`config.mk`:
```
export PLATFORM = sky130hd
export DESIGN_NAME = rdd_ram
export DESIGN_NICKNAME = d
export VERILOG_FILES = /design/src/rtl/core/rdd_ram.sv
export SDC_FILE = /design/constraint.sdc
export NUM_CORES = 1
export LEC_CHECK = 0
export BUFFER_PORTS_ARGS = -buffer_cell sky130_fd_sc_hd__buf_2
export CAP_MARGIN = 20
export CORE_MARGIN = 2
export CORE_UTILIZATION = 63
export CTS_BUF_LIST = sky130_fd_sc_hd__clkbuf_8
export DETAILED_ROUTE_END_ITERATION = 16
export GPL_TIMING_DRIVEN = 0
export PLACE_DENSITY = 0.82
export SLEW_MARGIN = 20
export SYNTH_ARGS = -nofsm -noshare
export SYNTH_HDL_FRONTEND = slang
export SYNTH_SLANG_ARGS = --single-unit
```
`constraint.sdc`:
```
create_clock -name clock -period 2.3 [get_ports clock]
set_clock_uncertainty 0.15 [all_clocks]
set_input_delay 0.46 -clock clock [delete_from_list [all_inputs] [get_ports clock]]
set_output_delay 0.46 -clock clock [all_outputs]
set_load 0.02 [all_outputs]
```
`src/rtl/core/rdd_ram.sv`:
```
// Generic single-write, single-read RAM with registered read data.
// No dependencies.
module rdd_ram #(
   parameter int WIDTH = 8,
   parameter int DEPTH = 16
) (
   input  logic                     clock,
   input  logic                     we,
   input  logic [$clog2(DEPTH)-1:0] waddr,
   input  logic [WIDTH-1:0]         wdata,
   input  logic [$clog2(DEPTH)-1:0] raddr,
   output logic [WIDTH-1:0]         rdata
);

   logic [WIDTH-1:0] mem_ff [DEPTH];
   logic [WIDTH-1:0] rdata_ff;

   always_ff @(posedge clock) begin
      if (we) begin
         mem_ff[waddr] <= wdata;
      end
      rdata_ff <= mem_ff[raddr];
   end

   assign rdata = rdata_ff;

endmodule

```
* Word-level counts from Yosys, hierarchy flattened *
Memory sizes are Yosys's and may differ from the RTL's. A register that Yosys moved wholly into a read port is not among the register bits.
Cells that the tools add are included.

storage, ports and cells
  register bits = 0
  bits in latches = 0
  memory bits (writable) = 128
  memory bits (read-only) = 0
  input bits = 18
  output and inout port bits = 8
  logic and storage cells = 3
  memories = 1

memory list
  memory  depth  width  read ports  clocked after Yosys merged registers in  wr ports  RTL line  RTL
  mem_ff  16     8      1           1                                        1         15        logic [WIDTH-1:0] mem_ff [DEPTH];

cells by class
  add/subtract/negate cells = 0
  multipliers = 0
  div/mod/pow operators = 0
  $lt $le $gt $ge = 0
  eq/ne operators = 0
  shift operators = 0
  multiplexer cells = 2
  bitwise logic cells = 0
  reduce and logical (&&, ||, !) cells = 0

operators by type and width
  operator           count
  two-way mux 1 bit  2

* Longest topological paths before layout *
Gate-level depths: netlist of run 1.

  depth in word-level cells = 2
  gate-level depth with buffers = 5
  gate-level depth less buffers = 3

* Worst setup path before layout of run 1 *
Ideal clock, no wire load.

  kind = in2reg
  from = input port waddr[2]
  to = memory mem_ff[0][0] (enable)
  setup time = 0.383 ns
  arrival time = 1.570 ns
  data required time = 1.767 ns
  path slack = 0.197 ns
  stages on the path = 2
  path buffers = 0
  path through = or3b_2 nor3_1

RTL lines
  what                RTL line  RTL
  start: declaration  9         input logic [$clog2(DEPTH)-1:0] waddr,
  end: declaration    15

Straight into the memory's write port.

* Worst setup path in the final report of run 1 *
  from = input port waddr[2]
  to = memory mem_ff[3][4] (enable)

Straight into the memory's write port.

==> summary.md, run 1 <==
| Metric | Value |
|---|---|
| Synthesized area per cell | 22.5 um2 |
| Yosys reg bits | 136 |
| Inserted Diodes | 0 |
| Ys flop type | edfxtp_1 |
| Row count | 32 |
| Final WS setup | 0.459 ns |
| Total GRT Usage | 22.9% |
| Detailed placement HPWL | 6010 um |
| Area leader, netlist | edfxtp_1 |
| Postcts setup bufs | 0 |
| CTS Buf Count | 17 |
| Die Y-Extent | 94.4 um |
| CP Capture Type | register |
| Worst setup SP type | input pin |
| Drt via density | 6.29 |
| Setup CP Type | input pin to register |
| Post-synth top cells | edfxtp_1 (128), mux4_2 (18), a22oi_1 (16) |
| Worst Tran Pin Value | 0.797 ns |
| Worst Path Required | 2.20 ns |
| Async SR Flop Fraction | 0% |
| GPL Wtd Cong | 0.726 |
| CTS max path bufs | 2 |
| Via count | 2439 |
| Worst path arrival time | 1.74 ns |
| Starting Density | 65.9% |
| Clk slew on worst S/H paths | 0.07 ns |
| EDFF count, synth | 128 |
| Nets | 291 |
| Post-Syn Area | 5150 um2 |
| Reg2Reg Setup Slack | 0.75 ns |
| Share of cells above drive strength 1 | 29.7% |
| Final Cycle Share | 80.1% |
| Outcome | finished, final reports clean |
| Fmax | 543 MHz |
| R2R cell count | 3 |
| Netlist cell types | 19 |
| Peak supply drop | 544 uV |
| Class of the worst hold path | input pin to register |
| Cell with the most instances after synthesis | edfxtp_1 |
| Initial antenna violation count | 0 |
| Fin crit period | 1.84 ns |
| Grt total ovfl | 0 |
| Core ar. | 7810 um2 |
| Vias in the first global route | 2332 |
| Critical-path maximum fanout | 8 |
| DRC | 0 |
| CTS tree | done |
| P per Cell Area | 853 nW/um2 |
| Post-Place Setup Slack | 0.0227 ns |
| RSZ-0062 raised after global routing | no |
| DRT iter0 DRCs | 409 |
| Final setup fails | 0 |
| 1st-pass router iterations | 5 |
| Per-cell routed wire length | 23.3 um |
| Synth warn | 0 |
| Top cells by area, synth | edfxtp_1 (75%), mux4_2 (7.9%), mux4_1 (7.1%), dfxtp_1 (3.1%), a22oi_1 (2.3%) |
| Net Count, Synth | 247 |
| Area growth syn-to-layout | 12.9% |
| Clock sink count | 136 |
| Slew Limit Fails | 0 |
| Register area share after synthesis | 77.8% |
| First-pass GRT wire length | 13600 um |
| Hold_buf cts | 0 |
| Slew headroom | 46.7% |
| Number of port buffers | 24 |
| Number of standard cells after synthesis | 229 |
| FILL cells | 418 |
| Post-route ant nets | 0 |
| Clk_lat worst skew | 0.42 ns |
| Routed Wire Length | 9060 um |
| Leakage | 1.94 nW |
| CTS root buffer | clkbuf_8 |
| Chip Width | 94.4 um |
| Post-CTS resize count | 0 |
| Min-Delay Path Depth | 1 |
| Max Cap Viol | 0 |
| Top cell type's share of synthesized area | 74.7% |
| Setup TNS | 0 ns |
| Die ar. | 8910 um2 |
| Final hold violations | 0 |
| # H-tree levels | 4 |
| IO Count | 26 |
| Largest net degree at the start of global routing | 17 |
-- kinds of logic (layout without fill, tap and decap cells) --
logic type             Yosys count  in the layout  share of synthesized area, %
multiplexers                    32             32                          15.0
AO/OA/AOI/OAI                   16             16                          2.33
buffers and inverters           10             67                          1.68
flip-flops                     136            136                          77.8
AND/OR/NAND/NOR                 35             35                          3.18
-- placed cells by master, fill, tap and decap left out, drive strengths merged, types with 2 or more instances in the layout --
| cell type | Yosys | final |
|---|---|---|
| clkinv | 0 | 6 |
| a22oi | 16 | 16 |
| clkinvlp | 0 | 5 |
| bufinv | 0 | 3 |
| clkbuf | 0 | 17 |
| nand3b | 2 | 2 |
| edfxtp | 128 | 128 |
| nor2 | 13 | 13 |
| nand2 | 9 | 9 |
| dfxtp | 8 | 8 |
| clkdlybuf4s25 | 3 | 3 |
| nor3 | 4 | 4 |
| nand2b | 2 | 2 |
| mux4 | 32 | 32 |
| buf | 7 | 32 |
-- registers in the layout, summed over array words and instances, names as in the netlist --
name / cells
rdata: 8
mem_ff: 128
-- final timing paths --
path,from,to
setup / recovery,waddr[2],mem_ff[3][4]
hold / removal,wdata[5],mem_ff[15][5]
setup reg to reg,mem_ff[5][3],rdata[3]
hold reg to reg,mem_ff[10][7],rdata[7]
-- metal layers --
metal | global-route usage [%] | share of wire (%) | up-vias
met2 | 34.2 | 48 | 158
met5 | 0 | 0 | -
met4 | 7.37 | 1.2 | 0
met1 | 33.7 | 40 | 1211
li1 | - | - | 1061
met3 | 6.78 | 11 | 9
-- report_power, final --
group	switching [mW]	internal (mW)	total [mW]
Sequential	0.0130	2.77	2.78
Combinational	0.168	0.111	0.278
Clock	0.843	1.05	1.89
-- stage by stage --
step	util (%)	cells	total power, mW	hold slack (ns)	cell area [um2]
floorplan	-	229	3.00	0.409	5150
global placement	69.1	355	3.10	0.516	5400
detailed placement	69.3	356	3.12	0.535	5410
CTS	74.4	388	4.98	0.262	5810
global route	74.4	388	5.12	0.268	5810
finish	74.4	388	4.95	0.284	5810
-- layout make-up --
class | count | area [um2] | share of cell area, %
clock inverters | 15 | 161 | 2.78
plain buffers | 10 | 86.3 | 1.49
flip-flops and latches | 136 | 4000 | 68.9
multi-input cells | 83 | 1070 | 18.5
well taps | 102 | 128 | 2.20
clock buffers | 17 | 234 | 4.03
repair buffers | 25 | 125 | 2.15
-- worst max-delay path, cell delays in order --
cell and delay (ns):
buf_2 0.11, or3b_2 0.53, nor2_1 0.64
(Power assumes the default switching activity.)
==> run 2, diff against run 1 <==
- ABC_AREA: unset -> 1
- PLACE_DENSITY: 0.82 -> 0.81
- clock period: 2.3 -> 1.7 ns (I/O delays scaled with it)
==> summary.md, run 2 <==
| Metric | Value |
|---|---|
| GPL Wtd Cong | 0.932 |
| CTS Buf Count | 17 |
| Post-synth top cells | nand2_1 (173), edfxtp_1 (128), inv_1 (100) |
| Number of port buffers | 22 |
| Critical-path maximum fanout | 8 |
| Via count | 4112 |
| DRC | 0 |
| Die Y-Extent | 99.7 um |
| Worst path cell trace | buf_2, nand3b_1, nor2_1 |
| Detailed placement HPWL | 8830 um |
| Ys flop type | edfxtp_1 |
| IO Count | 26 |
| Slew headroom | 34.3% |
| Worst Path Required | 1.62 ns |
| Synth warn | 0 |
| Drt via density | 5.77 |
| Top cell type's share of synthesized area | 66.7% |
| Chip Width | 99.7 um |
| Clk_lat worst skew | 0.45 ns |
| WHS | 0.161 ns |
| Inst Count DP | 681 |
| Synthesized area per cell | 10.5 um2 |
| Core ar. | 8810 um2 |
| Cell with the most instances after synthesis | nand2_1 |
| Max Cap Viol | 0 |
| Grt total ovfl | 0 |
| Die ar. | 9940 um2 |
| Post-route cell area | 6420 um2 |
| P per Cell Area | 1090 nW/um2 |
| Final WS setup | 0.143 ns |
| RSZ-0062 raised after global routing | no |
| Total GRT Usage | 29.3% |
| Share of cells above drive strength 1 | 12.9% |
| Number of standard cells after synthesis | 551 |
| Starting Density | 65.5% |
| DRT iter0 DRCs | 584 |
| Min-Delay Path Depth | 1 |
| Outcome | finished, final reports clean |
| Leading cell type in the layout, fill and taps excluded | nand2_1 |
| R2R cell count | 6 |
| Slew Limit Fails | 0 |
| Top cells by area, synth | edfxtp_1 (67%), nand2_1 (11%), nand3_1 (8.4%), inv_1 (6.5%), dfxtp_1 (2.8%) |
| Class of the worst hold path | input pin to register |
| EDFF count, synth | 128 |
| Area growth syn-to-layout | 11.4% |
| Number of flip-flops in the largest register | 128 |
| Area leader, netlist | edfxtp_1 |
| Largest net degree at the start of global routing | 17 |
| Worst Tran Pin Value | 0.983 ns |
| Worst setup SP type | input pin |
| CP Capture Type | register |
| CTS tree | done |
| Clk slew on worst S/H paths | 0.08 ns |
| Worst Path Buf+Inv | 1 |
| Net Count, Synth | 569 |
| Total chip power | 7.02 mW |
| Initial antenna violation count | 0 |
| Per-cell routed wire length | 19.1 um |
| Most frequent cells in the layout | nand2_1 (173), edfxtp_1 (128), inv_1 (101) |
| Final Cycle Share | 91.6% |
| Crit-path leading delay family | simple AND/OR/NAND/NOR gates |
| Yosys reg bits | 136 |
| # H-tree levels | 4 |
| Postcts setup bufs | 0 |
| CTS max path bufs | 2 |
| Post-Place Setup Slack | -0.276 ns |
| First-pass GRT wire length | 21200 um |
| CTS root buffer | clkbuf_8 |
| Register area share after synthesis | 69.4% |
| Leakage | 2.82 nW |
| Post-CTS resize count | 0 |
| Clock sink count | 136 |
| Fin crit period | 1.56 ns |
| Worst path arrival time | 1.47 ns |
| Hold_buf cts | 0 |
| CP Depth | 3 |
| Post-Syn Area | 5770 um2 |
| Register name with the most flops | mem_ff |
| CP peak stage delay | 0.75 ns |
| Routed Wire Length | 13600 um |
| Vias in the first global route | 3945 |
| Placed cell area | 6010 um2 |
| Row count | 34 |
| Final setup fails | 0 |
| Final hold violations | 0 |
| 1st-pass router iterations | 5 |
| Peak supply drop | 754 uV |
| Post-route ant nets | 0 |
| Setup CP Type | input pin to register |
| Async SR Flop Fraction | 0% |
| Fmax | 642 MHz |
| FILL cells | 586 |
| CP max-delay cell | nor2_1 |
| Number of standard cells in the final layout excluding fillers | 713 |
| Nets | 610 |
| Inserted Diodes | 0 |
| Netlist cell types | 12 |
[run 2: metrics by stage]
step	util, %	TNS, ns
2_1_floorplan	-	0
3_3_place_gp	68.3	-14.22
3_5_place_dp	68.3	-18.28
4_1_cts	72.9	0
5_1_grt	72.9	0
6_report	72.9	0
[run 2: layout make-up]
type	count	area, um2	area share, %
clock inverter	15	178	2.77
clock buffer	17	234	3.64
sequential	136	4000	62.3
tap	108	135	2.10
multi-input combinational	289	1210	18.9
buffer	24	166	2.59
timing repair buffer	22	110	1.71
inverter	102	383	5.96
[run 2: metal layers]
metal	wire length, um	global-route usage [%]
met5	0	0
met4	482	13.3
met3	1680	4.78
met2	6250	44.9
met1	5170	42.0
[run 2: cell families (layout without fill, tap and decap cells)]
group | count (synthesis) | after routing | synth area share [%]
AND/OR/NAND/NOR | 289 | 289 | 21.0
flip-flops | 136 | 136 | 69.4
buffers and inverters | 126 | 180 | 9.52
[run 2: where the power goes]
part           internal, mW  leakage (nW)  total (mW)  switching [mW]
Sequential             3.74          1.22        3.76          0.0191
Combinational         0.144          1.39       0.516           0.371
Clock                  1.45         0.211        2.74            1.29
[run 2: path summary, 6_finish.rpt]
| check | from | slack (ns) | end |
|---|---|---|---|
| worst max-delay path | waddr[3] | 0.14 | mem_ff[6][2] |
| worst min-delay path | wdata[4] | 0.16 | mem_ff[8][4] |
| worst max register to register | mem_ff[2][3] | 0.50 | rdata[3] |
| worst min register to register | mem_ff[12][7] | 0.56 | rdata[7] |
==> run 3, diff against run 2 <==
- REMOVE_ABC_BUFFERS: unset -> 1
==> summary.md, run 3 (same netlist as run 2, synthesis figures left out) <==
| Metric | Value |
|---|---|
| Slew headroom | 30.6% |
| Final Cycle Share | 92.5% |
| Vias in the first global route | 3748 |
| 1st-pass router iterations | 5 |
| Largest net degree at the start of global routing | 66 |
| Fmax | 636 MHz |
| Leading cell type in the layout, fill and taps excluded | nand2_1 |
| Critical-path maximum fanout | 8 |
| Leakage | 2.69 nW |
| Net Sw Power | 1.53 mW |
| Cell Int Power | 4.99 mW |
| Clk_lat worst skew | 0.44 ns |
| Number of standard cells in the final layout excluding fillers | 692 |
| Area growth syn-to-layout | 7.85% |
| First-pass GRT wire length | 18500 um |
| P per Cell Area | 1050 nW/um2 |
| Starting Density | 65.5% |
| CTS tree | done |
| Class of the worst hold path | input pin to register |
| Die ar. | 9940 um2 |
| Post-CTS resize count | 4 |
| Chip Width | 99.7 um |
| Detailed placement HPWL | 6570 um |
| Reg power frac | 57.7% |
| # H-tree levels | 4 |
| CTS Buf Count | 17 |
| Routed Wire Length | 11600 um |
| CTS max path bufs | 2 |
| Post-route ant nets | 0 |
| DRT iter0 DRCs | 346 |
| Met3 usage in global routing | 6.04% |
| Share of cells above drive strength 1 | 9.76% |
| Worst setup SP type | input pin |
| Worst path arrival time | 1.48 ns |
| Number of flip-flops in the largest register | 128 |
| Drt via density | 5.45 |
| GPL Wtd Cong | 0.815 |
| Final WS setup | 0.128 ns |
| Post-Place Setup Slack | -1.28 ns |
| CP max-delay cell | nor2_1 |
| Clk slew on worst S/H paths | 0.07 ns |
| IO Count | 26 |
| Total GRT Usage | 25.5% |
| Peak supply drop | 671 uV |
| Grt total ovfl | 0 |
| Row count | 34 |
| DRC | 0 |
| Final hold violations | 0 |
| Final setup fails | 0 |
| Max Cap Viol | 0 |
| FILL cells | 645 |
| CTS root buffer | clkbuf_8 |
| Initial antenna violation count | 0 |
| Clock sink count | 136 |
| CP Capture Type | register |
| Met2 global-route usage | 42.3% |
| Inserted Diodes | 0 |
| Per-cell routed wire length | 16.8 um |
| Global route hottest layer | met2 |
| Number of port buffers | 25 |
| Most frequent cells in the layout | nand2_1 (173), edfxtp_1 (128), inv_1 (100) |
| Hold_buf cts | 0 |
| Worst Path Required | 1.61 ns |
| Fin crit period | 1.57 ns |
| Worst path cell trace | buf_2, nand3b_1, nor2_1 |
| Die Y-Extent | 99.7 um |
| WHS | 0.129 ns |
| Via count | 3769 |
| Setup CP Type | input pin to register |
| Met1 GRT Util | 32.3% |
| Inst Count DP | 660 |
| RSZ-0062 raised after global routing | no |
| Gate power share | 6.7% |
| Register name with the most flops | mem_ff |
| Postcts setup bufs | 0 |
| Worst Tran Pin Value | 1.04 ns |
| Switching Fraction | 23.5% |
| Outcome | finished, final reports clean |
| CP peak stage delay | 0.81 ns |
| Slew Limit Fails | 0 |
| Nets | 589 |
| Power share of the clock group | 35.5% |
| Core ar. | 8810 um2 |
| Total chip power | 6.52 mW |
[run 3: changes by cell type in the layout (fill, tap and decap cells not counted), sizes merged]
cell      change
clkinvlp      +3
clkinv        +1
bufinv        -2
buf          -21
inv           -2
[run 3: cell type report]
cell class | instances | area (um2) | share of cell area (%)
multi-input cells | 289 | 1210 | 19.5
clock buffers | 17 | 234 | 3.76
flip-flops and latches | 136 | 4000 | 64.4
clock inverters | 15 | 111 | 1.79
repair buffers | 25 | 134 | 2.15
inverters | 102 | 388 | 6.24
well taps | 108 | 135 | 2.17
[run 3: critical path, delay by kind of cell]
family        cells  cell delay, ns
buf+inv           1            0.12
simple gates      2            1.02
[run 3: layer usage]
| metal | share of wire, % | wire, um | vias up |
|---|---|---|---|
| met1 | 39 | 4590 | 1763 |
| met2 | 51 | 5880 | 168 |
| met4 | 2.4 | 277 | 0 |
| met5 | 0 | 0 | - |
| met3 | 7.6 | 885 | 29 |
| li1 | - | - | 1809 |
[run 3: path summary, 6_finish.rpt]
path	startpoint	slack, ns	endpoint	cells past startpoint
max	waddr[2]	0.13	mem_ff[8][3]	3
max reg2reg	mem_ff[7][0]	0.46	rdata[0]	6
min reg2reg	mem_ff[7][2]	0.53	rdata[2]	6
min	wdata[0]	0.13	mem_ff[10][0]	1
[run 3: metrics by stage]
step                utilization, %  cell area (um2)  setup TNS (ns)
global route                  70.6             6220               0
CTS                           70.6             6220               0
finish                        70.6             6220               0
floorplan                        -             5600               0
global placement              66.6             5860          -27.56
detailed placement            66.6             5860          -31.25
[run 3: power groups by stage]
| stage | Sequential (mW) | Combinational, mW | Clock [mW] |
|---|---|---|---|
| 3_3_place_gp | 3.83 | 0.420 | 0 |
| 4_1_cts | 3.76 | 0.438 | 2.34 |
| 6_report | 3.76 | 0.439 | 2.31 |
| 5_1_grt | 3.77 | 0.486 | 2.49 |
| 3_5_place_dp | 3.84 | 0.432 | 0 |
| 2_1_floorplan | 3.86 | 0.202 | 0 |
