## src/rtl/core/rdd_pkg.sv

```systemverilog
// Package for the resource deadlock detector: sizes, action and state codes,
// RAM port and result structs, count saturation helpers. No dependencies.
package rdd_pkg;

   localparam int MAX_PROCS   = 16;
   localparam int MAX_SEMS    = 16;
   localparam int COUNT_BITS  = 16;

   localparam int ACTION_BITS = 4;
   localparam int SLOT_BITS   = 4;
   localparam int INIT_BITS   = 16;
   localparam int ID_BITS     = 16;

   localparam int PROC_BITS   = (MAX_PROCS > 1) ? $clog2(MAX_PROCS) : 1;
   localparam int SEM_BITS    = (MAX_SEMS > 1) ? $clog2(MAX_SEMS) : 1;
   localparam int ADDR_BITS   = PROC_BITS + SEM_BITS;
   localparam int RAM_DEPTH   = 1 << ADDR_BITS;
   localparam int ENTRY_BITS  = 2 * COUNT_BITS;
   localparam int SWEEP_BITS  = ADDR_BITS + 1;
   localparam int SUM_BITS    = ((COUNT_BITS > INIT_BITS) ? COUNT_BITS : INIT_BITS) + 2;
   localparam int WORK_BITS   = COUNT_BITS + PROC_BITS + 2;

   localparam logic signed [SUM_BITS-1:0] S_MAX =
      {{(SUM_BITS-COUNT_BITS+1){1'b0}}, {(COUNT_BITS-1){1'b1}}};
   localparam logic signed [SUM_BITS-1:0] S_MIN = ~S_MAX;
   localparam logic signed [SUM_BITS-1:0] U_MAX =
      {{(SUM_BITS-COUNT_BITS){1'b0}}, {COUNT_BITS{1'b1}}};

   typedef enum logic [ACTION_BITS-1:0] {
      ACT_SEM_CREATE    = 4'd0,
      ACT_INSTANT_GRANT = 4'd1,
      ACT_WAIT_GRANT    = 4'd2,
      ACT_REQUEST       = 4'd3,
      ACT_RELEASE       = 4'd4,
      ACT_SEM_DESTROY   = 4'd5,
      ACT_PROC_CREATE   = 4'd6,
      ACT_PROC_TERM     = 4'd7,
      ACT_DETECT        = 4'd8
   } action_type;

   typedef enum logic [3:0] {
      ST_IDLE,
      ST_DISPATCH,
      ST_RMW,
      ST_CLR_COL,
      ST_CLR_ROW,
      ST_INIT,
      ST_PASS,
      ST_FIT,
      ST_ADD,
      ST_VSCAN,
      ST_FREE,
      ST_DONE
   } state_type;

   typedef struct packed {
      logic                  we;
      logic [ADDR_BITS-1:0]  waddr;
      logic [ENTRY_BITS-1:0] wdata;
      logic [ADDR_BITS-1:0]  raddr;
   } ram_req_type;

   typedef struct packed {
      logic                 found;
      logic [SLOT_BITS-1:0] slot;
      logic [ID_BITS-1:0]   id;
   } result_type;

   function automatic logic signed [COUNT_BITS-1:0] sat_signed(
      input logic signed [SUM_BITS-1:0] v);
      if (v > S_MAX) begin
         return S_MAX[COUNT_BITS-1:0];
      end else if (v < S_MIN) begin
         return S_MIN[COUNT_BITS-1:0];
      end
      return v[COUNT_BITS-1:0];
   endfunction

   function automatic logic [COUNT_BITS-1:0] sat_unsigned(
      input logic signed [SUM_BITS-1:0] v);
      if (v > U_MAX) begin
         return U_MAX[COUNT_BITS-1:0];
      end else if (v < 0) begin
         return '0;
      end
      return v[COUNT_BITS-1:0];
   endfunction

endpackage

```

## src/rtl/core/rdd_ctrl.sv

```systemverilog
// Event sequencer of the deadlock detector: slot tables, count updates and
// the detection passes over the held/wanted RAM. Depends on rdd_pkg.
module rdd_ctrl
   import rdd_pkg::*;
(
   input  logic                          clock,
   input  logic                          reset,
   input  logic                          in_valid,
   output logic                          in_ready,
   input  logic [ACTION_BITS-1:0]        action,
   input  logic [SLOT_BITS-1:0]          proc_slot,
   input  logic [SLOT_BITS-1:0]          sem_slot,
   input  logic signed [INIT_BITS-1:0]   sem_initial,
   input  logic [ID_BITS-1:0]            proc_id,
   input  logic                          rsp_free,
   output logic                          res_valid,
   output result_type                    res,
   output ram_req_type                   ram_req,
   input  logic [ENTRY_BITS-1:0]         ram_rdata
);

   state_type                      state_ff, state_in;
   logic [ACTION_BITS-1:0]         action_ff, action_in;
   logic [PROC_BITS-1:0]           pidx_ff, pidx_in;
   logic [SEM_BITS-1:0]            sidx_ff, sidx_in;
   logic                           pok_ff, pok_in;
   logic                           sok_ff, sok_in;
   logic signed [INIT_BITS-1:0]    init_ff, init_in;
   logic [ID_BITS-1:0]             id_ff, id_in;

   logic signed [COUNT_BITS-1:0]   avail_ff [MAX_SEMS];
   logic signed [COUNT_BITS-1:0]   avail_in [MAX_SEMS];
   logic signed [WORK_BITS-1:0]    work_ff [MAX_SEMS];
   logic signed [WORK_BITS-1:0]    work_in [MAX_SEMS];
   logic [ID_BITS-1:0]             ident_ff [MAX_PROCS];
   logic [ID_BITS-1:0]             ident_in [MAX_PROCS];
   logic [MAX_PROCS-1:0]           pvalid_ff, pvalid_in;
   logic [MAX_SEMS-1:0]            svalid_ff, svalid_in;
   logic [MAX_PROCS-1:0]           done_ff, done_in;

   logic [SWEEP_BITS-1:0]          iss_ff, iss_in;
   logic                           rd_v_ff, rd_v_in;
   logic [SWEEP_BITS-1:0]          rd_idx_ff, rd_idx_in;
   logic [PROC_BITS:0]             cur_p_ff, cur_p_in;
   logic                           changed_ff, changed_in;
   logic                           fits_ff, fits_in;
   logic                           found_ff, found_in;
   logic [PROC_BITS-1:0]           victim_ff, victim_in;
   result_type                     res_ff, res_in;

   logic [SWEEP_BITS-1:0]          limit;
   logic                           iss_more;
   logic                           sweep_end;
   logic                           sweep_rd;
   logic [COUNT_BITS-1:0]          held;
   logic [COUNT_BITS-1:0]          wanted;
   logic [COUNT_BITS-1:0]          held_n;
   logic [COUNT_BITS-1:0]          wanted_n;
   logic [SEM_BITS-1:0]            d_s;
   logic [PROC_BITS-1:0]           d_p;
   logic [PROC_BITS-1:0]           cp;
   logic                           both;
   logic signed [SUM_BITS-1:0]     a_x, h_x, w_x;

   assign in_ready = (state_ff == ST_IDLE);
   assign res      = res_ff;
   assign held     = ram_rdata[ENTRY_BITS-1:COUNT_BITS];
   assign wanted   = ram_rdata[COUNT_BITS-1:0];
   assign d_s      = rd_idx_ff[SEM_BITS-1:0];
   assign d_p      = rd_idx_ff[ADDR_BITS-1:SEM_BITS];
   assign cp       = cur_p_ff[PROC_BITS-1:0];
   assign both     = pok_ff && sok_ff && pvalid_ff[pidx_ff] && svalid_ff[sidx_ff];
   assign a_x      = SUM_BITS'(avail_ff[sidx_ff]);
   assign h_x      = $signed(SUM_BITS'(held));
   assign w_x      = $signed(SUM_BITS'(wanted));

   always_comb begin
      unique case (state_ff)
         ST_INIT:    limit = SWEEP_BITS'(RAM_DEPTH);
         ST_CLR_COL: limit = SWEEP_BITS'(MAX_PROCS);
         default:    limit = SWEEP_BITS'(MAX_SEMS);
      endcase
   end

   assign iss_more  = iss_ff < limit;
   assign sweep_end = !iss_more && !rd_v_ff;
   assign sweep_rd  = (state_ff == ST_INIT) || (state_ff == ST_FIT) ||
                      (state_ff == ST_ADD) || (state_ff == ST_FREE);

   always_comb begin
      state_in   = state_ff;
      action_in  = action_ff;
      pidx_in    = pidx_ff;
      sidx_in    = sidx_ff;
      pok_in     = pok_ff;
      sok_in     = sok_ff;
      init_in    = init_ff;
      id_in      = id_ff;
      avail_in   = avail_ff;
      work_in    = work_ff;
      ident_in   = ident_ff;
      pvalid_in  = pvalid_ff;
      svalid_in  = svalid_ff;
      done_in    = done_ff;
      iss_in     = iss_ff;
      rd_v_in    = 1'b0;
      rd_idx_in  = iss_ff;
      cur_p_in   = cur_p_ff;
      changed_in = changed_ff;
      fits_in    = fits_ff;
      found_in   = found_ff;
      victim_in  = victim_ff;
      res_in     = res_ff;
      res_valid  = 1'b0;
      held_n     = held;
      wanted_n   = wanted;

      ram_req.we    = 1'b0;
      ram_req.waddr = {pidx_ff, sidx_ff};
      ram_req.wdata = '0;
      ram_req.raddr = {pidx_ff, sidx_ff};

      unique case (state_ff)
         ST_INIT:        ram_req.raddr = iss_ff[ADDR_BITS-1:0];
         ST_FIT, ST_ADD: ram_req.raddr = {cp, iss_ff[SEM_BITS-1:0]};
         ST_FREE:        ram_req.raddr = {victim_ff, iss_ff[SEM_BITS-1:0]};
         default:        ram_req.raddr = {pidx_ff, sidx_ff};
      endcase

      if (sweep_rd && iss_more) begin
         rd_v_in = 1'b1;
         iss_in  = iss_ff + 1'b1;
      end

      unique case (state_ff)
         ST_IDLE: begin
            if (in_valid) begin
               action_in = action;
               pidx_in   = PROC_BITS'(proc_slot);
               sidx_in   = SEM_BITS'(sem_slot);
               pok_in    = int'(proc_slot) < MAX_PROCS;
               sok_in    = int'(sem_slot) < MAX_SEMS;
               init_in   = sem_initial;
               id_in     = proc_id;
               state_in  = ST_DISPATCH;
            end
         end
         ST_DISPATCH: begin
            res_in   = '0;
            state_in = ST_DONE;
            iss_in   = '0;
            case (action_ff)
               ACT_SEM_CREATE: begin
                  if (sok_ff) begin
                     svalid_in[sidx_ff] = 1'b1;
                     avail_in[sidx_ff]  = sat_signed(SUM_BITS'(init_ff));
                     state_in           = ST_CLR_COL;
                  end
               end
               ACT_INSTANT_GRANT, ACT_WAIT_GRANT, ACT_REQUEST, ACT_RELEASE: begin
                  if (both) begin
                     state_in = ST_RMW;
                  end
               end
               ACT_SEM_DESTROY: begin
                  if (sok_ff) begin
                     svalid_in[sidx_ff] = 1'b0;
                  end
               end
               ACT_PROC_CREATE: begin
                  if (pok_ff) begin
                     pvalid_in[pidx_ff] = 1'b1;
                     ident_in[pidx_ff]  = id_ff;
                     state_in           = ST_CLR_ROW;
                  end
               end
               ACT_PROC_TERM: begin
                  if (pok_ff) begin
                     pvalid_in[pidx_ff] = 1'b0;
                  end
               end
               ACT_DETECT: begin
                  for (int i = 0; i < MAX_SEMS; i++) begin
                     work_in[i] = WORK_BITS'(avail_ff[i]);
                  end
                  done_in  = '1;
                  state_in = ST_INIT;
               end
               default: begin
               end
            endcase
         end
         ST_RMW: begin
            case (action_ff)
               ACT_INSTANT_GRANT: begin
                  avail_in[sidx_ff] = sat_signed(a_x - 1);
                  held_n            = sat_unsigned(h_x + 1);
               end
               ACT_WAIT_GRANT: begin
                  avail_in[sidx_ff] = sat_signed(a_x - 1);
                  wanted_n          = sat_unsigned(w_x - 1);
                  held_n            = sat_unsigned(h_x + 1);
               end
               ACT_REQUEST: begin
                  wanted_n = sat_unsigned(w_x + 1);
               end
               ACT_RELEASE: begin
                  avail_in[sidx_ff] = sat_signed(a_x + 1);
                  held_n            = sat_unsigned(h_x - 1);
               end
               default: begin
               end
            endcase
            ram_req.we    = 1'b1;
            ram_req.wdata = {held_n, wanted_n};
            state_in      = ST_DONE;
         end
         ST_CLR_COL: begin
            if (iss_more) begin
               ram_req.we    = 1'b1;
               ram_req.waddr = {iss_ff[PROC_BITS-1:0], sidx_ff};
               iss_in        = iss_ff + 1'b1;
            end else begin
               state_in = ST_DONE;
            end
         end
         ST_CLR_ROW: begin
            if (iss_more) begin
               ram_req.we    = 1'b1;
               ram_req.waddr = {pidx_ff, iss_ff[SEM_BITS-1:0]};
               iss_in        = iss_ff + 1'b1;
            end else begin
               state_in = ST_DONE;
            end
         end
         ST_INIT: begin
            if (rd_v_ff && (int'(d_p) < MAX_PROCS) && (int'(d_s) < MAX_SEMS)) begin
               if (svalid_ff[d_s] && (held != '0)) begin
                  done_in[d_p] = 1'b0;
               end
            end
            if (sweep_end) begin
               cur_p_in   = '0;
               changed_in = 1'b0;
               state_in   = ST_PASS;
            end
         end
         ST_PASS: begin
            if (int'(cur_p_ff) == MAX_PROCS) begin
               cur_p_in = '0;
               if (changed_ff) begin
                  changed_in = 1'b0;
               end else begin
                  found_in  = 1'b0;
                  victim_in = '0;
                  state_in  = ST_VSCAN;
               end
            end else if (!pvalid_ff[cp] || done_ff[cp]) begin
               cur_p_in = cur_p_ff + 1'b1;
            end else begin
               fits_in  = 1'b1;
               iss_in   = '0;
               state_in = ST_FIT;
            end
         end
         ST_FIT: begin
            if (rd_v_ff && svalid_ff[d_s] &&
                ($signed(WORK_BITS'(wanted)) > work_ff[d_s])) begin
               fits_in = 1'b0;
            end
            if (sweep_end) begin
               iss_in = '0;
               if (fits_ff) begin
                  state_in = ST_ADD;
               end else begin
                  cur_p_in = cur_p_ff + 1'b1;
                  state_in = ST_PASS;
               end
            end
         end
         ST_ADD: begin
            if (rd_v_ff && svalid_ff[d_s]) begin
               work_in[d_s] = work_ff[d_s] + $signed(WORK_BITS'(held));
            end
            if (sweep_end) begin
               done_in[cp] = 1'b1;
               changed_in  = 1'b1;
               cur_p_in    = cur_p_ff + 1'b1;
               state_in    = ST_PASS;
            end
         end
         ST_VSCAN: begin
            if (int'(cur_p_ff) == MAX_PROCS) begin
               iss_in   = '0;
               state_in = found_ff ? ST_FREE : ST_DONE;
            end else begin
               if (pvalid_ff[cp] && !done_ff[cp]) begin
                  if (!found_ff || (ident_ff[victim_ff] <= ident_ff[cp])) begin
                     victim_in = cp;
                  end
                  found_in = 1'b1;
               end
               cur_p_in = cur_p_ff + 1'b1;
            end
         end
         ST_FREE: begin
            if (rd_v_ff && svalid_ff[d_s]) begin
               avail_in[d_s] = sat_signed(SUM_BITS'(avail_ff[d_s]) + h_x);
               ram_req.we    = 1'b1;
               ram_req.waddr = {victim_ff, d_s};
            end
            if (sweep_end) begin
               pvalid_in[victim_ff] = 1'b0;
               res_in.found         = 1'b1;
               res_in.slot          = SLOT_BITS'(victim_ff);
               res_in.id            = ident_ff[victim_ff];
               state_in             = ST_DONE;
            end
         end
         ST_DONE: begin
            if (rsp_free) begin
               res_valid = 1'b1;
               state_in  = ST_IDLE;
            end
         end
         default: begin
            state_in = ST_IDLE;
         end
      endcase
   end

   always_ff @(posedge clock) begin
      if (reset) begin
         state_ff  <= ST_IDLE;
         pvalid_ff <= '0;
         svalid_ff <= '0;
         rd_v_ff   <= 1'b0;
         for (int i = 0; i < MAX_SEMS; i++) begin
            avail_ff[i] <= '0;
         end
      end else begin
         state_ff  <= state_in;
         pvalid_ff <= pvalid_in;
         svalid_ff <= svalid_in;
         rd_v_ff   <= rd_v_in;
         avail_ff  <= avail_in;
      end
      action_ff  <= action_in;
      pidx_ff    <= pidx_in;
      sidx_ff    <= sidx_in;
      pok_ff     <= pok_in;
      sok_ff     <= sok_in;
      init_ff    <= init_in;
      id_ff      <= id_in;
      work_ff    <= work_in;
      ident_ff   <= ident_in;
      done_ff    <= done_in;
      iss_ff     <= iss_in;
      rd_idx_ff  <= rd_idx_in;
      cur_p_ff   <= cur_p_in;
      changed_ff <= changed_in;
      fits_ff    <= fits_in;
      found_ff   <= found_in;
      victim_ff  <= victim_in;
      res_ff     <= res_in;
   end

endmodule

```

## config.mk

```make
export PLATFORM = sky130hd
export DESIGN_NAME = rdd_ctrl
export DESIGN_NICKNAME = d
export VERILOG_FILES = /design/src/rtl/core/rdd_pkg.sv /design/src/rtl/core/rdd_ctrl.sv
export SDC_FILE = /design/constraint.sdc
export NUM_CORES = 2
export LEC_CHECK = 0
export BUFFER_PORTS_ARGS = -buffer_cell sky130_fd_sc_hd__buf_2
export CORE_AREA = 2 2 330 463
export DETAILED_ROUTE_END_ITERATION = 7
export DIE_AREA = 0 0 332 465
export SLEW_MARGIN = 20
export SYNTH_ARGS = -nofsm -noshare
export SYNTH_HDL_FRONTEND = slang
export SYNTH_SLANG_ARGS = --single-unit
```

## constraint.sdc

```tcl
create_clock -name clock -period 8.8 [get_ports clock]
set_input_delay 1.32 -clock clock [delete_from_list [all_inputs] [get_ports clock]]
set_output_delay 1.32 -clock clock [all_outputs]
set_load 0.02 [all_outputs]
```

# == Word-level counts from Yosys, hierarchy flattened ==
# Cells that the tools add are included.
# word_totals
mem_bits_ro,0
latchBits,0
output_inout_bits,72
word_cells,438
ram_bits,0
ff_bits,1011
memories,0
# op_classes
reduce_logical,55
addsub,10
bitwise_logic,16
n_mux,202
n_eq_ne,49
shift,0
magnitude_cmp,38
div_mod_pow,0
n_mul,0
# op_table
operator,n
256-bit bitwise mux,6
256-bit one-hot mux with 3 select lines,2
16-bit two-way mux,52
352-bit two-way mux,2
352-bit one-hot mux with 2 select lines,1
256-bit two-way mux,2
352-bit bitwise mux,1
16-bit binary-select mux with 4-bit select,4
16-bit demux with 4-bit select,3
16-bit one-hot mux with 2 select lines,4
16-bit one-hot mux with 3 select lines,2
9-bit two-way mux,10
22-bit binary-select mux with 4-bit select,1
22-bit demux with 4-bit select,1
"17-bit by 16-bit > comparator with 1-bit output, second input constant",4
"17-bit by 1-bit less-than comparator with 1-bit output, second input constant",4
4-bit two-way mux,17
22-bit two-way mux,3
16-bit bitwise AND,4
16-bit NOT,4
1-bit two-way mux,60
16-bit OR,3
8-bit one-hot mux with 3 select lines,2
9-bit one-hot mux with 5 select lines,1
other kinds (62),177

# == Logic depth before layout (Yosys ltp) ==
# logic_depth
ltp_word,16
depth_mapped,26
ltp_nobuf,17

# == Worst setup path before layout ==
# OpenSTA, ideal clock, no wires.
# synth_path
path_type,reg-to-reg
start,reg rd_idx_ff[0]
end,reg avail_ff[116] (netlist name)
period_less_slack_ns,7.364
n_path_buf,8
t_required_ns,8.660
arrival_ns,7.224
path_stages_with_launch,24
setup_ns,0.140
path_slack_ns,1.436
cell_sequence,dfxtp_1 > buf_2 > buf_2 > buf_2 > buf_2 > clkbuf_1 > clkbuf_1 > buf_1 > mux4_2 > mux4_2 > ha_1 > a21o_1 > a21o_1 > a2111oi_0 > o311ai_0 > o211ai_1 > a21oi_1 > xor2_1 > o21ai_0 > a21oi_1 > clkbuf_1 > a21oi_1 > a2111oi_0 > a211oi_1
# synth_via
elab_chain_len,16
word_cells_on_any_way,28
# synth_lines
item,line_no,text
"start, declared",rdd_ctrl.sv:43,"logic [SWEEP_BITS-1:0] rd_idx_ff, rd_idx_in;"
"start signal, assigned",rdd_ctrl.sv:359,rd_idx_ff <= rd_idx_in;
4-bit NOT with 5-bit output (not written as such),rdd_ctrl.sv:308,avail_in[d_s] = sat_signed(SUM_BITS'(avail_ff[d_s]) + h_x);
16-bit binary-select mux with 4-bit select,rdd_ctrl.sv:308,
16-bit two-way mux (not written as such) (2 in series),rdd_ctrl.sv:308,
16-bit by 17-bit adder with 18-bit output,rdd_ctrl.sv:308,
18-bit by 16-bit less-than comparator with 1-bit output,rdd_pkg.sv:73,end else if (v < S_MIN) begin
1-bit two-way mux,rdd_pkg.sv:73,
1-bit two-way mux,rdd_pkg.sv:71,if (v > S_MAX) begin
1-bit two-way mux,rdd_ctrl.sv:307,if (rd_v_ff && svalid_ff[d_s]) begin
1-bit two-way mux,rdd_ctrl.sv:135,unique case (state_ff)
16-bit two-way mux,rdd_pkg.sv:76,return v[COUNT_BITS-1:0];
16-bit two-way mux,rdd_ctrl.sv:307,
16-bit two-way mux,rdd_ctrl.sv:135,
256-bit bitwise mux,rdd_ctrl.sv:308,
256-bit two-way mux,rdd_ctrl.sv:307,
256-bit one-hot mux with 3 select lines,rdd_ctrl.sv:135,
"end signal, assigned",rdd_ctrl.sv:346,avail_ff <= avail_in;
"end, declared",rdd_ctrl.sv:31,logic signed [COUNT_BITS-1:0] avail_ff [MAX_SEMS];
# Several ways; a longest one is shown, not always the timed one. The select of a mux whose other input is x is not followed.
# A chain may end at the register's enable or synchronous reset.

==> flow_summary.json <==
{
  "arrival_ns": 7.70,
  "clkLatencyLatePin_ns": 0.79,
  "setup_viol": 0,
  "whs_path_depth": 0,
  "num_rows": 169,
  "pre_cts_ws_ns": 1.59,
  "maxCapViolations": 0,
  "required_ns": 9.26,
  "hold_buffers": 0,
  "maxSlewViolCount": 0,
  "finalHoldViolCount": 0,
  "syn_area_um2": 59800,
  "critPathLaunchType": "flop",
  "min_to": "rd_idx_ff[2]$_DFF_P_",
  "layout_commonest_cell": "edfxtp_1",
  "path_clk_slew_ns": 0.06,
  "timing.rr.end": "work_ff[305]$_DFFE_PP_",
  "place.port_buffers": 151,
  "layout_common_cells": "edfxtp_1 (701), nand2_1 (621), o21ai_0 (519), nor2_1 (507), a21oi_1 (440)",
  "fin_crit_sh_pct": 82.2,
  "cp_max_fo": 45,
  "yosys.area.top_type_share_pct": 35.2,
  "antenna_found_initial": 21,
  "r2r_start": "rd_idx_ff[0]$_DFF_P_",
  "netlist_top_cells_area": "edfxtp_1 (35%), mux4_2 (16%), dfxtp_1 (10%), o21ai_0 (4.4%), a21oi_1 (4.0%)",
  "synth_fp_nets": 5743,
  "end_kind": "flop",
  "vias_per_cell": 6.98,
  "slew_headroom_pct": 7.71,
  "area_delta_synth_final_pct": 11.6,
  "worst_slack_ns": 1.57,
  "ys_warn_count": 0,
  "core_area_um2": 151000,
  "ir_worst_vdd_mv": 0.258,
  "cts_sinks": 1011,
  "ant_nets": 0,
  "nets": 5735,
  "ys.flop_type": "edfxtp_1",
  "netlist-cell-type-count": 101,
  "cts-root-buf": "clkbuf_16",
  "synthArstFlopShare_pct": 0,
  "rsz0062_at_grt": "no",
  "cts_setup_buffers": 0,
  "post-route-min-period_ns": 7.23,
  "p_per_area_nw_per_um2": 252,
  "worstMarginPinSlew_ns": 1.38,
  "setup-tns-final_ns": 0,
  "die_x_um": 332,
  "h-tree-depth": 3,
  "drtIter0Drc": 7448,
  "wl_per_cell_um": 35.3,
  "worstRegToRegCells": 16,
  "skew_ns": 0.0476,
  "netlist_instances": 5579,
  "yosysTopAreaCell": "edfxtp_1",
  "synth_edf_count": 701,
  "hp-start": "iss_ff[2]$_DFF_P_",
  "drc": 2,
  "r2r_slack_ns": 1.57,
  "track_usage_pct": 34.0,
  "crit_type": "flop to flop",
  "status": "finished, violations left",
  "failed_checks": "design-rule violations",
  "dr.pass1.iters": 8,
  "ios": 152,
  "first_global_vias": 51400,
  "ys_ff_latch": 1011,
  "wirelength_um": 269000,
  "vias": 53300,
  "post-dp-hpwl_um": 188000,
  "drive_above_1_share_pct": 20.1,
  "cts_resized": 0,
  "cts-buffers-inserted": 101,
  "grt_max_degree": 180,
  "place.gp.congestion": 1.01,
  "clockBufferDepth": 3,
  "seq_area_frac_synth_pct": 45.6,
  "fmax_mhz": 138,
  "die_h_um": 465,
  "worst_hold_path_type": "flop to flop",
  "grt.overflow.total": 0,
  "power.leakage_nw": 21.0,
  "dieArea_um2": 154000,
  "grt_pass1_wl_um": 377000,
  "syn_area_per_cell_um2": 10.7,
  "initial_utilization_pct": 39.7,
  "cts_tree": "yes"
}
[critical path, stage by stage (launching register included)]
cell	delay (ns)
dfxtp_4	0.98
buf_4	0.79
mux4_2	0.60
mux4_2	0.54
ha_1	0.30
a21o_1	0.16
a21oi_1	0.27
o21bai_1	0.10
a21oi_1	0.23
o21bai_1	0.09
a21oi_1	0.32
o21ai_0	0.24
a311o_1	0.41
a31oi_1	0.61
nor2_1	0.12
xnor2_1	0.84
o21ai_0	0.26
[state kept, by name (all words and copies together) (netlist names), 4 cells and up, named ones only]
name	flops
res	21
done_ff	16
sidx_ff	4
victim_ff	4
action_ff	4
rd_idx_ff	8
work_ff	352
pidx_ff	4
ident_ff	256
id_ff	16
avail_ff	256
iss_ff	9
cur_p_ff	5
state_ff	4
init_ff	16
[cell families after synthesis]
logic type	after synthesis	share of synthesized area [%]
adder cells (fa/ha/maj)	84	1.78
flip-flops	1011	45.6
AO/OA/AOI/OAI	1699	18.4
buffers and inverters	569	3.81
AND/OR/NAND/NOR	1677	12.5
XOR/XNOR	68	0.996
multiplexers	471	17.0
[worst max path at each step]
stage	start	end	cells after the start
floorplan	rd_idx_ff[0]$_DFF_P_	avail_ff[116]$_SDFFE_PP0P_	23
global placement	rd_idx_ff[0]$_DFF_P_	work_ff[149]$_DFFE_PP_	16
detailed placement	rd_idx_ff[0]$_DFF_P_	work_ff[149]$_DFFE_PP_	16
CTS	rd_idx_ff[0]$_DFF_P_	work_ff[149]$_DFFE_PP_	16
global route	rd_idx_ff[0]$_DFF_P_	avail_ff[136]$_SDFFE_PP0P_	14
finish	rd_idx_ff[0]$_DFF_P_	work_ff[305]$_DFFE_PP_	16
[cell usage after synthesis, drive strengths merged, types with 66 or more instances]
library cell / instances
edfxtp: 701
nand2: 630
o21ai: 533
nor2: 531
a21oi: 476
mux4: 432
clkbuf: 379
dfxtp: 310
nor3: 200
buf: 98
inv: 91
ha: 82
o311ai: 82
a211oi: 72
o221ai: 70
a22oi: 69
a221oi: 66
nand3: 66
[area by class of cell]
type                            count  area [um2]
Antenna cell                       13        32.5
Timing Repair Buffer              366        2460
Sequential cell                  1011       27300
Multi-Input combinational cell   3999       30800
Fill cell                       14200       83800
Clock inverter                     64         693
Tap cell                         1966        2460
Inverter                           92         348
Clock buffer                      126        2670
[power by group]
| group | switching [mW] | leakage, nW | internal [mW] |
|---|---|---|---|
| sequential | 0.486 | 8.76 | 5.46 |
| combinational | 4.36 | 10.6 | 1.93 |
| clock | 2.09 | 1.63 | 2.48 |
[through the flow]
step / std cells / area [um2] / hold slack [ns] / utilization [%] / power [mW]
2_1_floorplan: 5579 / 59800 / 0.379 / - / 9.71
5_1_grt: 7626 / 66700 / 0.432 / 44.3 / 17.3
6_report: 7637 / 66700 / 0.419 / 44.3 / 16.8
3_3_place_gp: 7431 / 63200 / 0.410 / 42.0 / 12.0
3_5_place_dp: 7431 / 63200 / 0.409 / 42.0 / 12.1
4_1_cts: 7621 / 66600 / 0.420 / 44.2 / 16.6
[metal layers]
layer / vias to the layer above / wire length [um] / global-route usage [%]
met1: 26200 / 85900 / 36.5
li1: 21700 / - / -
met5: - / 148 / 0.123
met4: 24 / 29300 / 30.8
met2: 3988 / 125000 / 55.0
met3: 1380 / 29300 / 9.18
Note: power is estimated with default switching activity, not from simulation.
